$ cat src/i2c_master_sequencer_macros.svh
// ----------------------------------------------------------------------------
// I2C master sequencer assertion macros
// Shared concurrent assertion forms, clocked on clk and disabled in reset.
// ----------------------------------------------------------------------------
`ifndef I2C_MASTER_SEQUENCER_MACROS_SVH
`define I2C_MASTER_SEQUENCER_MACROS_SVH

// The consequent must hold in the same cycle as the antecedent.
`define I2CM_ASSERT_NOW(lbl, ante, cons, msg) \
  lbl: assert property (@(posedge clk) disable iff (rst) (ante) |-> (cons)) \
    else $error(msg);

// The consequent must hold in the cycle after the antecedent.
`define I2CM_ASSERT_NEXT(lbl, ante, cons, msg) \
  lbl: assert property (@(posedge clk) disable iff (rst) (ante) |=> (cons)) \
    else $error(msg);

`endif

$ cat src/i2cm_pkg.sv
// ----------------------------------------------------------------------------
// I2C master sequencer package
// Widths, command and phase codes, register indexes and shared structs.
// ----------------------------------------------------------------------------
package i2cm_pkg;

  localparam int REQ_W      = 3;
  localparam int BYTE_W     = 8;
  localparam int TPU_W      = 8;
  localparam int TMO_W      = 10;
  localparam int PHASE_W    = 5;
  localparam int DLY_W      = 10;
  localparam int BIT_W      = 4;
  localparam int WAIT_W     = 10;
  localparam int CFG_IDX_W  = 1;
  localparam int CFG_DATA_W = 10;

  // Register indexes on the configuration channel.
  localparam logic [CFG_IDX_W-1:0] CFG_TICKS_PER_US = 1'd0;
  localparam logic [CFG_IDX_W-1:0] CFG_ACK_TIMEOUT  = 1'd1;

  localparam logic [TPU_W-1:0] TPU_RESET     = 8'd1;
  localparam logic [TMO_W-1:0] TIMEOUT_RESET = 10'd250;

  // Command codes.
  localparam logic [REQ_W-1:0] REQ_NONE  = 3'd0;
  localparam logic [REQ_W-1:0] REQ_START = 3'd1;
  localparam logic [REQ_W-1:0] REQ_STOP  = 3'd2;
  localparam logic [REQ_W-1:0] REQ_WRITE = 3'd3;
  localparam logic [REQ_W-1:0] REQ_WAIT  = 3'd4;
  localparam logic [REQ_W-1:0] REQ_READ  = 3'd5;

  // Sequencer phases.
  localparam logic [PHASE_W-1:0] PH_IDLE = 5'd0;
  localparam logic [PHASE_W-1:0] ST_A    = 5'd1;
  localparam logic [PHASE_W-1:0] ST_B    = 5'd2;
  localparam logic [PHASE_W-1:0] ST_C    = 5'd3;
  localparam logic [PHASE_W-1:0] ST_D    = 5'd4;
  localparam logic [PHASE_W-1:0] SP_A    = 5'd5;
  localparam logic [PHASE_W-1:0] SP_B    = 5'd6;
  localparam logic [PHASE_W-1:0] SP_C    = 5'd7;
  localparam logic [PHASE_W-1:0] SP_D    = 5'd8;
  localparam logic [PHASE_W-1:0] WA_A    = 5'd9;
  localparam logic [PHASE_W-1:0] WA_B    = 5'd10;
  localparam logic [PHASE_W-1:0] WA_POLL = 5'd11;
  localparam logic [PHASE_W-1:0] WA_END  = 5'd12;
  localparam logic [PHASE_W-1:0] WR_A    = 5'd13;
  localparam logic [PHASE_W-1:0] WR_B    = 5'd14;
  localparam logic [PHASE_W-1:0] WR_C    = 5'd15;
  localparam logic [PHASE_W-1:0] WR_D    = 5'd16;
  localparam logic [PHASE_W-1:0] RD_A    = 5'd17;
  localparam logic [PHASE_W-1:0] RD_B    = 5'd18;
  localparam logic [PHASE_W-1:0] RD_C    = 5'd19;
  localparam logic [PHASE_W-1:0] RD_D    = 5'd20;
  localparam logic [PHASE_W-1:0] AK_A    = 5'd21;
  localparam logic [PHASE_W-1:0] AK_B    = 5'd22;
  localparam logic [PHASE_W-1:0] AK_C    = 5'd23;
  localparam logic [PHASE_W-1:0] AK_D    = 5'd24;
  localparam logic [PHASE_W-1:0] AK_E    = 5'd25;

  localparam logic [BIT_W-1:0] BITS_PER_BYTE = 4'd8;

  typedef struct packed {
    logic [PHASE_W-1:0] phase;
    logic [DLY_W-1:0]   delay_count;
    logic [BIT_W-1:0]   bit_count;
    logic [BYTE_W-1:0]  shift_reg;
    logic [WAIT_W-1:0]  wait_count;
    logic [BYTE_W-1:0]  received;
    logic               ack_failed;
    logic               scl_reg;
    logic               sda_reg;
    logic               sda_en_reg;
    logic               ack_choice;
  } seq_state_t;

  typedef struct packed {
    logic              scl_level;
    logic              sda_out;
    logic              sda_drive;
    logic              busy_res;
    logic              done_res;
    logic [BYTE_W-1:0] rx_byte;
    logic              ack_error;
    logic              cmd_rejected;
  } tick_res_t;

endpackage

$ cat src/i2cm_if.sv
// ----------------------------------------------------------------------------
// I2C master sequencer channels
// Valid/ready channels for ticks, results and configuration writes.
// ----------------------------------------------------------------------------
interface i2cm_item_if;
  logic                          valid;
  logic                          ready;
  logic [i2cm_pkg::REQ_W-1:0]    req_type;
  logic [i2cm_pkg::BYTE_W-1:0]   tx_byte;
  logic                          send_ack;
  logic                          sda_level;

  modport source (output valid, req_type, tx_byte, send_ack, sda_level, input ready);
  modport sink   (input valid, req_type, tx_byte, send_ack, sda_level, output ready);
endinterface

interface i2cm_result_if;
  logic                          valid;
  logic                          ready;
  logic                          scl_level;
  logic                          sda_out;
  logic                          sda_drive;
  logic                          busy_res;
  logic                          done_res;
  logic [i2cm_pkg::BYTE_W-1:0]   rx_byte;
  logic                          ack_error;
  logic                          cmd_rejected;

  modport source (output valid, scl_level, sda_out, sda_drive, busy_res, done_res,
                  rx_byte, ack_error, cmd_rejected, input ready);
  modport sink   (input valid, scl_level, sda_out, sda_drive, busy_res, done_res,
                  rx_byte, ack_error, cmd_rejected, output ready);
endinterface

interface i2cm_cfg_if;
  logic                              valid;
  logic                              ready;
  logic [i2cm_pkg::CFG_IDX_W-1:0]    index;
  logic [i2cm_pkg::CFG_DATA_W-1:0]   data;

  modport source (output valid, index, data, input ready);
  modport sink   (input valid, index, data, output ready);
endinterface

$ cat src/i2cm_step.sv
// ----------------------------------------------------------------------------
// I2C master sequencer tick step
// Next state and tick result for one tick, computed from the current state.
// ----------------------------------------------------------------------------
module i2cm_step (
  input  i2cm_pkg::seq_state_t             cur,
  input  logic [i2cm_pkg::REQ_W-1:0]       req_type,
  input  logic [i2cm_pkg::BYTE_W-1:0]      tx_byte,
  input  logic                             send_ack,
  input  logic                             sda_level,
  input  logic [i2cm_pkg::TPU_W-1:0]       ticks_per_us,
  input  logic [i2cm_pkg::TMO_W-1:0]       ack_timeout,
  output i2cm_pkg::seq_state_t             nxt,
  output i2cm_pkg::tick_res_t              res
);

  logic [i2cm_pkg::TPU_W-1:0] tpu;
  logic [i2cm_pkg::DLY_W-1:0] h1;
  logic [i2cm_pkg::DLY_W-1:0] h2;
  logic [i2cm_pkg::DLY_W-1:0] h4;
  logic                       rejected;

  // A zero rate is taken as one tick per microsecond.
  assign tpu = (ticks_per_us == '0) ? i2cm_pkg::TPU_W'(1) : ticks_per_us;
  assign h1  = i2cm_pkg::DLY_W'(tpu);
  assign h2  = i2cm_pkg::DLY_W'({tpu, 1'b0});
  assign h4  = i2cm_pkg::DLY_W'({tpu, 2'b00});

  // Pin action of a phase and its hold time. The poll phase is handled apart.
  function automatic i2cm_pkg::seq_state_t enter_simple(
    input i2cm_pkg::seq_state_t       s,
    input logic [i2cm_pkg::PHASE_W-1:0] p,
    input logic                       sda,
    input logic [i2cm_pkg::DLY_W-1:0] d1,
    input logic [i2cm_pkg::DLY_W-1:0] d2,
    input logic [i2cm_pkg::DLY_W-1:0] d4
  );
    i2cm_pkg::seq_state_t r;
    r = s;
    r.phase = p;
    case (p)
      i2cm_pkg::ST_A: begin r.sda_en_reg = 1'b1; r.sda_reg = 1'b1; r.delay_count = d1; end
      i2cm_pkg::ST_B: begin r.scl_reg = 1'b1; r.delay_count = d4; end
      i2cm_pkg::ST_C: begin r.sda_reg = 1'b0; r.delay_count = d4; end
      i2cm_pkg::ST_D: begin r.scl_reg = 1'b0; r.delay_count = d1; end
      i2cm_pkg::SP_A: begin r.sda_en_reg = 1'b1; r.scl_reg = 1'b0; r.delay_count = d1; end
      i2cm_pkg::SP_B: begin r.sda_reg = 1'b0; r.delay_count = d4; end
      i2cm_pkg::SP_C: begin r.scl_reg = 1'b1; r.delay_count = d1; end
      i2cm_pkg::SP_D: begin r.sda_reg = 1'b1; r.delay_count = d4; end
      i2cm_pkg::WA_A: begin r.sda_en_reg = 1'b0; r.sda_reg = 1'b1; r.delay_count = d1; end
      i2cm_pkg::WA_B: begin r.scl_reg = 1'b1; r.delay_count = d1; end
      i2cm_pkg::WA_END: begin r.scl_reg = 1'b0; r.delay_count = d1; end
      i2cm_pkg::WR_A: begin
        r.sda_en_reg = 1'b1;
        r.scl_reg = 1'b0;
        r.bit_count = '0;
        r.delay_count = d1;
      end
      i2cm_pkg::WR_B: begin
        r.sda_reg = s.shift_reg[i2cm_pkg::BYTE_W-1];
        r.shift_reg = {s.shift_reg[i2cm_pkg::BYTE_W-2:0], 1'b0};
        r.delay_count = d2;
      end
      i2cm_pkg::WR_C: begin r.scl_reg = 1'b1; r.delay_count = d2; end
      i2cm_pkg::WR_D: begin r.scl_reg = 1'b0; r.delay_count = d2; end
      i2cm_pkg::RD_A: begin
        r.sda_en_reg = 1'b0;
        r.bit_count = '0;
        r.shift_reg = '0;
        r.delay_count = d2;
      end
      i2cm_pkg::RD_B: begin r.scl_reg = 1'b0; r.delay_count = d2; end
      i2cm_pkg::RD_C: begin r.scl_reg = 1'b1; r.delay_count = d2; end
      i2cm_pkg::RD_D: begin
        r.shift_reg = {s.shift_reg[i2cm_pkg::BYTE_W-2:0], sda};
        r.delay_count = d2;
      end
      i2cm_pkg::AK_A: begin r.scl_reg = 1'b0; r.delay_count = d1; end
      i2cm_pkg::AK_B: begin r.sda_en_reg = 1'b1; r.delay_count = d1; end
      i2cm_pkg::AK_C: begin r.sda_reg = ~s.ack_choice; r.delay_count = d2; end
      i2cm_pkg::AK_D: begin r.scl_reg = 1'b1; r.delay_count = d2; end
      i2cm_pkg::AK_E: begin r.scl_reg = 1'b0; r.delay_count = d1; end
      default: begin
        r.phase = i2cm_pkg::PH_IDLE;
        r.delay_count = '0;
      end
    endcase
    return r;
  endfunction

  // One acknowledge sample: a low line ends the wait, a long high line fails it.
  function automatic i2cm_pkg::seq_state_t poll(
    input i2cm_pkg::seq_state_t       s,
    input logic                       sda,
    input logic [i2cm_pkg::TMO_W-1:0] tmo,
    input logic [i2cm_pkg::DLY_W-1:0] d1,
    input logic [i2cm_pkg::DLY_W-1:0] d2,
    input logic [i2cm_pkg::DLY_W-1:0] d4
  );
    i2cm_pkg::seq_state_t r;
    logic [i2cm_pkg::WAIT_W:0] cnt;
    r = s;
    cnt = {1'b0, s.wait_count} + (i2cm_pkg::WAIT_W+1)'(1);
    if (!sda) begin
      r.ack_failed = 1'b0;
      r = enter_simple(r, i2cm_pkg::WA_END, sda, d1, d2, d4);
    end else if (cnt > {1'b0, tmo}) begin
      r.ack_failed = 1'b1;
      r = enter_simple(r, i2cm_pkg::SP_A, sda, d1, d2, d4);
    end else begin
      r.wait_count = cnt[i2cm_pkg::WAIT_W-1:0];
    end
    return r;
  endfunction

  function automatic i2cm_pkg::seq_state_t enter(
    input i2cm_pkg::seq_state_t       s,
    input logic [i2cm_pkg::PHASE_W-1:0] p,
    input logic                       sda,
    input logic [i2cm_pkg::TMO_W-1:0] tmo,
    input logic [i2cm_pkg::DLY_W-1:0] d1,
    input logic [i2cm_pkg::DLY_W-1:0] d2,
    input logic [i2cm_pkg::DLY_W-1:0] d4
  );
    i2cm_pkg::seq_state_t r;
    r = s;
    if (p == i2cm_pkg::WA_POLL) begin
      r.phase = p;
      r.wait_count = '0;
      r.delay_count = '0;
      r = poll(r, sda, tmo, d1, d2, d4);
    end else begin
      r = enter_simple(r, p, sda, d1, d2, d4);
    end
    return r;
  endfunction

  always_comb begin
    i2cm_pkg::seq_state_t       s;
    logic [i2cm_pkg::DLY_W-1:0] dly;
    logic [i2cm_pkg::BIT_W-1:0] bc;
    s = cur;
    dly = cur.delay_count;
    bc = cur.bit_count;
    rejected = 1'b0;
    if (cur.phase == i2cm_pkg::PH_IDLE) begin
      case (req_type)
        i2cm_pkg::REQ_START: s = enter(s, i2cm_pkg::ST_A, sda_level, ack_timeout, h1, h2, h4);
        i2cm_pkg::REQ_STOP:  s = enter(s, i2cm_pkg::SP_A, sda_level, ack_timeout, h1, h2, h4);
        i2cm_pkg::REQ_WRITE: begin
          s.shift_reg = tx_byte;
          s = enter(s, i2cm_pkg::WR_A, sda_level, ack_timeout, h1, h2, h4);
        end
        i2cm_pkg::REQ_WAIT:  s = enter(s, i2cm_pkg::WA_A, sda_level, ack_timeout, h1, h2, h4);
        i2cm_pkg::REQ_READ: begin
          s.ack_choice = send_ack;
          s = enter(s, i2cm_pkg::RD_A, sda_level, ack_timeout, h1, h2, h4);
        end
        default: ;
      endcase
    end else begin
      rejected = (req_type >= i2cm_pkg::REQ_START) && (req_type <= i2cm_pkg::REQ_READ);
      if (cur.phase == i2cm_pkg::WA_POLL) begin
        s = poll(s, sda_level, ack_timeout, h1, h2, h4);
      end else begin
        if (dly != '0) dly = dly - i2cm_pkg::DLY_W'(1);
        s.delay_count = dly;
        if (dly == '0) begin
          case (cur.phase)
            i2cm_pkg::ST_D, i2cm_pkg::SP_D, i2cm_pkg::WA_END: begin
              s.phase = i2cm_pkg::PH_IDLE;
              s.delay_count = '0;
            end
            i2cm_pkg::WR_D: begin
              bc = cur.bit_count + i2cm_pkg::BIT_W'(1);
              s.bit_count = bc;
              if (bc >= i2cm_pkg::BITS_PER_BYTE) begin
                s.phase = i2cm_pkg::PH_IDLE;
                s.delay_count = '0;
              end else begin
                s = enter(s, i2cm_pkg::WR_B, sda_level, ack_timeout, h1, h2, h4);
              end
            end
            i2cm_pkg::RD_D: begin
              bc = cur.bit_count + i2cm_pkg::BIT_W'(1);
              s.bit_count = bc;
              if (bc >= i2cm_pkg::BITS_PER_BYTE) begin
                s = enter(s, i2cm_pkg::AK_A, sda_level, ack_timeout, h1, h2, h4);
              end else begin
                s = enter(s, i2cm_pkg::RD_B, sda_level, ack_timeout, h1, h2, h4);
              end
            end
            i2cm_pkg::RD_A: s = enter(s, i2cm_pkg::RD_B, sda_level, ack_timeout, h1, h2, h4);
            i2cm_pkg::AK_E: begin
              s.received = cur.shift_reg;
              s.phase = i2cm_pkg::PH_IDLE;
              s.delay_count = '0;
            end
            default: begin
              s = enter(s, cur.phase + i2cm_pkg::PHASE_W'(1), sda_level, ack_timeout,
                        h1, h2, h4);
            end
          endcase
        end
      end
    end
    nxt = s;
  end

  // A sequence completes exactly when a busy phase falls back to idle.
  always_comb begin
    res.scl_level    = nxt.scl_reg;
    res.sda_out      = nxt.sda_en_reg & nxt.sda_reg;
    res.sda_drive    = nxt.sda_en_reg;
    res.busy_res     = (nxt.phase != i2cm_pkg::PH_IDLE);
    res.done_res     = (cur.phase != i2cm_pkg::PH_IDLE) && (nxt.phase == i2cm_pkg::PH_IDLE);
    res.rx_byte      = nxt.received;
    res.ack_error    = nxt.ack_failed;
    res.cmd_rejected = rejected;
  end

endmodule

$ cat src/i2c_master_sequencer.sv
// ----------------------------------------------------------------------------
// I2C master sequencer
// Tick-driven I2C bus master: start, stop, write, acknowledge wait and read.
// ----------------------------------------------------------------------------
// Each accepted word on the item channel is one bus timing tick, and one tick
// is taken every clock cycle unless stalled: the sequencer state is updated
// in a single pass of next-state logic at the accepting edge, and the tick's
// pin levels and status land in a result register at that same edge. The
// result register frees the input side, so a new tick is taken in the same
// cycle that the previous result is taken; the item channel stalls only
// while a result waits and the result channel is not ready. Bus phase
// lengths are 1, 2 or 4 microseconds of ticks_per_us ticks each. There is
// no clearing pass; configuration writes are accepted in every cycle.
module i2c_master_sequencer (
  input logic           clk,
  input logic           rst,
  i2cm_cfg_if.sink      cfg,
  i2cm_item_if.sink     item,
  i2cm_result_if.source result
);

  `include "i2c_master_sequencer_macros.svh"

  logic [i2cm_pkg::TPU_W-1:0] ticks_per_us;
  logic [i2cm_pkg::TMO_W-1:0] ack_timeout;
  i2cm_pkg::seq_state_t       state;
  i2cm_pkg::seq_state_t       state_next;
  i2cm_pkg::tick_res_t        res_next;
  i2cm_pkg::tick_res_t        res;
  logic                       res_valid;
  logic                       accept;

  assign cfg.ready  = 1'b1;
  assign item.ready = !res_valid || result.ready;
  assign accept     = item.valid && item.ready;

  always_ff @(posedge clk) begin
    if (rst) begin
      ticks_per_us <= i2cm_pkg::TPU_RESET;
      ack_timeout  <= i2cm_pkg::TIMEOUT_RESET;
    end else if (cfg.valid) begin
      case (cfg.index)
        i2cm_pkg::CFG_TICKS_PER_US: ticks_per_us <= cfg.data[i2cm_pkg::TPU_W-1:0];
        i2cm_pkg::CFG_ACK_TIMEOUT:  ack_timeout  <= cfg.data[i2cm_pkg::TMO_W-1:0];
        default: ;
      endcase
    end
  end

  i2cm_step u_step (
    .cur          (state),
    .req_type     (item.req_type),
    .tx_byte      (item.tx_byte),
    .send_ack     (item.send_ack),
    .sda_level    (item.sda_level),
    .ticks_per_us (ticks_per_us),
    .ack_timeout  (ack_timeout),
    .nxt          (state_next),
    .res          (res_next)
  );

  always_ff @(posedge clk) begin
    if (rst) begin
      state.phase       <= i2cm_pkg::PH_IDLE;
      state.delay_count <= '0;
      state.bit_count   <= '0;
      state.shift_reg   <= '0;
      state.wait_count  <= '0;
      state.received    <= '0;
      state.ack_failed  <= 1'b0;
      state.scl_reg     <= 1'b1;
      state.sda_reg     <= 1'b1;
      state.sda_en_reg  <= 1'b1;
      state.ack_choice  <= 1'b0;
    end else if (accept) begin
      state <= state_next;
    end
  end

  always_ff @(posedge clk) begin
    if (rst) begin
      res_valid <= 1'b0;
    end else if (accept) begin
      res_valid <= 1'b1;
    end else if (result.ready) begin
      res_valid <= 1'b0;
    end
  end

  always_ff @(posedge clk) begin
    if (accept) res <= res_next;
  end

  assign result.valid        = res_valid;
  assign result.scl_level    = res.scl_level;
  assign result.sda_out      = res.sda_out;
  assign result.sda_drive    = res.sda_drive;
  assign result.busy_res     = res.busy_res;
  assign result.done_res     = res.done_res;
  assign result.rx_byte      = res.rx_byte;
  assign result.ack_error    = res.ack_error;
  assign result.cmd_rejected = res.cmd_rejected;

  // Every accepted tick leaves a result behind it.
  `I2CM_ASSERT_NEXT(a_tick_gives_result, accept, result.valid, "accepted tick left no result")

  // The reported busy flag agrees with the phase the tick left behind.
  `I2CM_ASSERT_NEXT(a_busy_matches_phase, accept, result.busy_res == (state.phase != i2cm_pkg::PH_IDLE), "busy flag disagrees with sequencer phase")

  // A waiting result blocks new ticks.
  `I2CM_ASSERT_NOW(a_full_blocks_item, result.valid && !result.ready, !item.ready, "tick accepted over a waiting result")

  // The acknowledge poll runs without a hold count.
  `I2CM_ASSERT_NOW(a_poll_no_delay, state.phase == i2cm_pkg::WA_POLL, state.delay_count == '0, "hold count set during acknowledge poll")

endmodule

$ cat src/flat_wrapper.sv
// flat-port wrapper written by rule: the top's interface ports become plain ports
module i2c_master_sequencer_flat 
  (clk, rst, cfg_valid, cfg_index, cfg_data, cfg_ready, item_valid, item_req_type, item_tx_byte, item_send_ack, item_sda_level, item_ready, result_valid, result_scl_level, result_sda_out, result_sda_drive, result_busy_res, result_done_res, result_rx_byte, result_ack_error, result_cmd_rejected, result_ready);
  i2cm_cfg_if cfg_i ();
  i2cm_item_if item_i ();
  i2cm_result_if result_i ();
  input logic clk;
  input logic rst;
  input wire logic [$bits(cfg_i.valid)-1:0] cfg_valid;
  input wire logic [$bits(cfg_i.index)-1:0] cfg_index;
  input wire logic [$bits(cfg_i.data)-1:0] cfg_data;
  output wire logic [$bits(cfg_i.ready)-1:0] cfg_ready;
  input wire logic [$bits(item_i.valid)-1:0] item_valid;
  input wire logic [$bits(item_i.req_type)-1:0] item_req_type;
  input wire logic [$bits(item_i.tx_byte)-1:0] item_tx_byte;
  input wire logic [$bits(item_i.send_ack)-1:0] item_send_ack;
  input wire logic [$bits(item_i.sda_level)-1:0] item_sda_level;
  output wire logic [$bits(item_i.ready)-1:0] item_ready;
  output wire logic [$bits(result_i.valid)-1:0] result_valid;
  output wire logic [$bits(result_i.scl_level)-1:0] result_scl_level;
  output wire logic [$bits(result_i.sda_out)-1:0] result_sda_out;
  output wire logic [$bits(result_i.sda_drive)-1:0] result_sda_drive;
  output wire logic [$bits(result_i.busy_res)-1:0] result_busy_res;
  output wire logic [$bits(result_i.done_res)-1:0] result_done_res;
  output wire logic [$bits(result_i.rx_byte)-1:0] result_rx_byte;
  output wire logic [$bits(result_i.ack_error)-1:0] result_ack_error;
  output wire logic [$bits(result_i.cmd_rejected)-1:0] result_cmd_rejected;
  input wire logic [$bits(result_i.ready)-1:0] result_ready;
  assign cfg_i.valid = cfg_valid;
  assign cfg_i.index = cfg_index;
  assign cfg_i.data = cfg_data;
  assign cfg_ready = cfg_i.ready;
  assign item_i.valid = item_valid;
  assign item_i.req_type = item_req_type;
  assign item_i.tx_byte = item_tx_byte;
  assign item_i.send_ack = item_send_ack;
  assign item_i.sda_level = item_sda_level;
  assign item_ready = item_i.ready;
  assign result_valid = result_i.valid;
  assign result_scl_level = result_i.scl_level;
  assign result_sda_out = result_i.sda_out;
  assign result_sda_drive = result_i.sda_drive;
  assign result_busy_res = result_i.busy_res;
  assign result_done_res = result_i.done_res;
  assign result_rx_byte = result_i.rx_byte;
  assign result_ack_error = result_i.ack_error;
  assign result_cmd_rejected = result_i.cmd_rejected;
  assign result_i.ready = result_ready;
  i2c_master_sequencer u_core (.clk(clk), .rst(rst), .cfg(cfg_i), .item(item_i), .result(result_i));
endmodule
$ cat config.mk
export PLATFORM = sky130hd
export DESIGN_NAME = i2c_master_sequencer_flat
export DESIGN_NICKNAME = d
export VERILOG_FILES = /design/src/i2cm_pkg.sv /design/src/i2cm_if.sv /design/src/i2cm_step.sv /design/src/i2c_master_sequencer.sv /design/src/flat_wrapper.sv
export VERILOG_INCLUDE_DIRS = /design/src /design/src/src
export SDC_FILE = /design/constraint.sdc
export NUM_CORES = 1
export LEC_CHECK = 0
export BUFFER_PORTS_ARGS = -buffer_cell sky130_fd_sc_hd__buf_4
export CAP_MARGIN = 10
export CORE_MARGIN = 1.5
export CORE_UTILIZATION = 45
export CTS_CLUSTER_SIZE = 30
export DETAILED_ROUTE_END_ITERATION = 8
export HOLD_SLACK_MARGIN = 0.12
export PLACE_DENSITY = 0.62
export REMOVE_ABC_BUFFERS = 1
export SETUP_SLACK_MARGIN = 0.5
export SLEW_MARGIN = 5
export SYNTH_ARGS = -nofsm -noshare
export SYNTH_HDL_FRONTEND = slang
export SYNTH_SLANG_ARGS = --single-unit
$ cat constraint.sdc
create_clock -name clk -period 4.2 [get_ports clk]
set_input_delay 0.42 -clock clk [delete_from_list [all_inputs] [get_ports clk]]
set_output_delay 0.42 -clock clk [all_outputs]
set_load 0.005 [all_outputs]
==> flow_summary.toml <==
[cells_and_area]
antenna_cells = 0
fillerInstances = 1314
multi_input_area_um2 = 4050
area_growth_pct = 15.36
seq_area_um2 = 1839
layout_common_cells = "nand2_1, a21oi_1, buf_4"
fin_nets = 885
final_layout_size_suffix_gt1_frac = 0.1720
final_common_cell = "nand2_1"
final_core_util = 0.5335

[power]
p_sw_frac = 0.3778
p_int_mw = 1.645
powerDensity_nw_per_um2 = 374.2
power.switching_uw = 998.9
clockPowerShare = 0.285
pwr-share-comb = 0.358
p_leak_nw = 2.669
irDropWorstVdd_uv = 234.2
p_seq_frac = 0.357

[logic_synthesis]
yosysSeqAreaShare = 0.2991
ys_ff_latch = 84
synth_top_cell_by_area = "dfxtp_1"
synth_top_area_share = 0.2255
synth_area_leaders = "dfxtp_1, edfxtp_1, a21oi_1, nand2_1, ha_1"
synth_edf_count = 15
ys_types = 74
yosys_warnings = 0
syn_area_per_cell_um2 = 7.552
synth_cells = 811
async_flop_share = 0
netlist_area_um2 = 6125
ys.flop_type = "dfxtp_1"

[critical_path]
critical_path.startpoint_type = "flop"
critPathMaxFanout = 7
crit_chain = "and3_1, and3_4, and3_4, nand3_1, xnor2_2, ha_1, and3_1, a221oi_2, a31o_2, and3_4, a21oi_4, or3_4, or4_1, a21oi_2"
crit_start = "u_core.state[17]"
r2r_start = "u_core.state[17]"
cp_data_arrival_time_ns = 3.83
path_class = "flop to flop"
critical_path_buf_inv_count = 0
crit_family = "simple AND/OR/NAND/NOR gates"
worstSetupEndpointType = "flop"
worstPathRequired_ns = 4.47
crit_cells = 14
max_stage_delay_ns = 0.45
cp_common_cell = "and3_4"
r2r_setup_slack_ns = 0.64
reg2reg_to = "u_core.state[19]"
slowest_stage = "or3_4"
r2r_cells = 14

[timing]
slew_headroom = 0.4916
rsz0062_at_grt = "no"
worst_pin_slew_ns = 0.7626
period_share = 0.8478
max_clock_freq_mhz = 280.8
finalSetupViolCount = 0
setup_tns_ns = 0
hold_violations = 0
finalMaxSlewViolations = 0
fin_worst_skew_ns = 0.009811
min_period_ns = 3.561

[die]
die_area_um2 = 14320
chipHeight_um = 119.7
io_pins = 47
die_x_um = 119.7
core-area_um2 = 13240
rows = 42
start_util = 0.4625

[global_route]
grt.total_usage = 0.2780
grt-ovfl-total = 0
grt_pass1_vias = 6120
grt_max_degree = 74
grt_first_pass_wirelength_um = 31600
antenna_found_initial = 0

[hold_path]
min_to = "u_core.ticks_per_us[0]"
holdPathStages = 3
hold_path_class = "input pin to flop"
min_from = "cfg_data[0]"

[route]
first_iter_violations = 715
firstDrtPassIters = 8
wl_um = 19760
wl_per_cell_um = 19.39
dr_total_vias = 6352
route.detailed.drc = 0
viasPerCell = 6.234
final_antenna_net_count = 0

[run_status]
outcome = "complete, no violations"

[clock_tree]
cts_max_path_buffers = 2
path_clk_slew_ns = 0.07
hold_buffers = 0
cts_tree = "built"
root_buffer = "clkbuf_16"
clock_sinks = 84
insertion_delay_ns = 0.34
cts_made_buffers = 9
htree_num_levels = 3

[placement]
gp_congestion = 0.9391
hpwlAfterDp_um = 14620
port_buffers = 45

[flow_run]
drv_cap = 0
## cell families after synthesis
logic type / Yosys count / share of synthesized area
xor gates and xnor gates: 19 / 0.02717
muxes: 17 / 0.02983
DFF: 84 / 0.2991
other: 1 / 0.0006123
and+or+nand+nor: 321 / 0.2672
adders and majority gates: 18 / 0.03677
buffers and inverters: 89 / 0.05679
AOI/OAI and AO/OA: 262 / 0.2825
## worst max-delay path by stage
stage | end | slack, ns
CTS | u_core.result.done_res | 0.47
floorplan | u_core.result.busy_res | 0.62
global route | u_core.state[19] | 0.50
global placement | u_core.state[19] | 0.38
detailed placement | u_core.state[19] | 0.18
finish | u_core.state[19] | 0.64
## worst reg2reg max path: cells and delay by family (launching register included)
family | cells | cell delay, ns
XOR/XNOR | 1 | 0.17
adder cells (fa/ha/maj) | 1 | 0.31
AND/OR/NAND/NOR | 8 | 2.00
AO/OA/AOI/OAI | 4 | 0.62
flip-flops | 1 | 0.37
## registers in the layout, indices dropped and copies added (netlist names), 8 cells and up
signal / cells
u_core.ack_timeout: 10
u_core.result.rx_byte: 8
u_core.state: 50
u_core.ticks_per_us: 8
## metal layers
layer	vias up	routed length [µm]	track usage
met2	248	9297	0.4529
met3	54	1220	0.04135
met1	2992	8398	0.3599
met5	-	0	0
met4	0	841	0.1369
li1	3058	-	-
## synthesized netlist by cell type, types with 7 or more instances
cell type	n
xnor2_1	13
nor2_1	56
a21oi_1	83
nand3_1	30
and3_1	19
mux2i_1	7
nor3_1	29
and2_1	7
clkbuf_1	46
o21ai_0	42
inv_1	29
a211o_1	8
edfxtp_1	15
nand2_1	102
dfxtp_1	69
a211oi_1	13
nor2b_1	13
nand2b_1	12
o211ai_1	8
mux2_2	10
o31ai_1	7
a31oi_1	16
buf_2	8
ha_1	18
a221oi_1	20
o22ai_1	7
## power by group through the flow
stage	Combinational, mW	Clock, mW	Sequential [mW]
2_1_floorplan	0.595	0	0.945
3_3_place_gp	0.898	0	0.957
3_5_place_dp	0.908	0	0.959
4_1_cts	0.914	0.769	0.941
5_1_grt	1.03	0.797	0.949
6_report	0.946	0.755	0.943
## stage by stage
stage	setup WS (ns)	instance area (µm²)	total power, mW	instances	hold WS, ns
2_1_floorplan	0.6218	5886	1.540	751	0.4278
6_report	0.6392	7066	2.644	1019	0.3275
3_5_place_dp	0.1827	6661	1.868	1001	0.4527
3_3_place_gp	0.3781	6661	1.856	1001	0.4393
4_1_cts	0.4721	6964	2.624	1017	0.3095
5_1_grt	0.4983	7066	2.773	1019	0.3314
## repair_timing
item / in CTS / in global routing
buffers inserted: 0 / 2
resized for setup: 8 / 20
setup endpoints to repair: 20 / 29
pin swaps: 1 / 3
## layout make-up
class,count,area share
inverter,29,0.01541
sequential,84,0.2603
clock buffer,9,0.03188
tap,176,0.03117
clock inverter,7,0.007260
multi-input combinational,638,0.5732
timing repair buffer,76,0.08075
(Power assumes the default switching activity.)
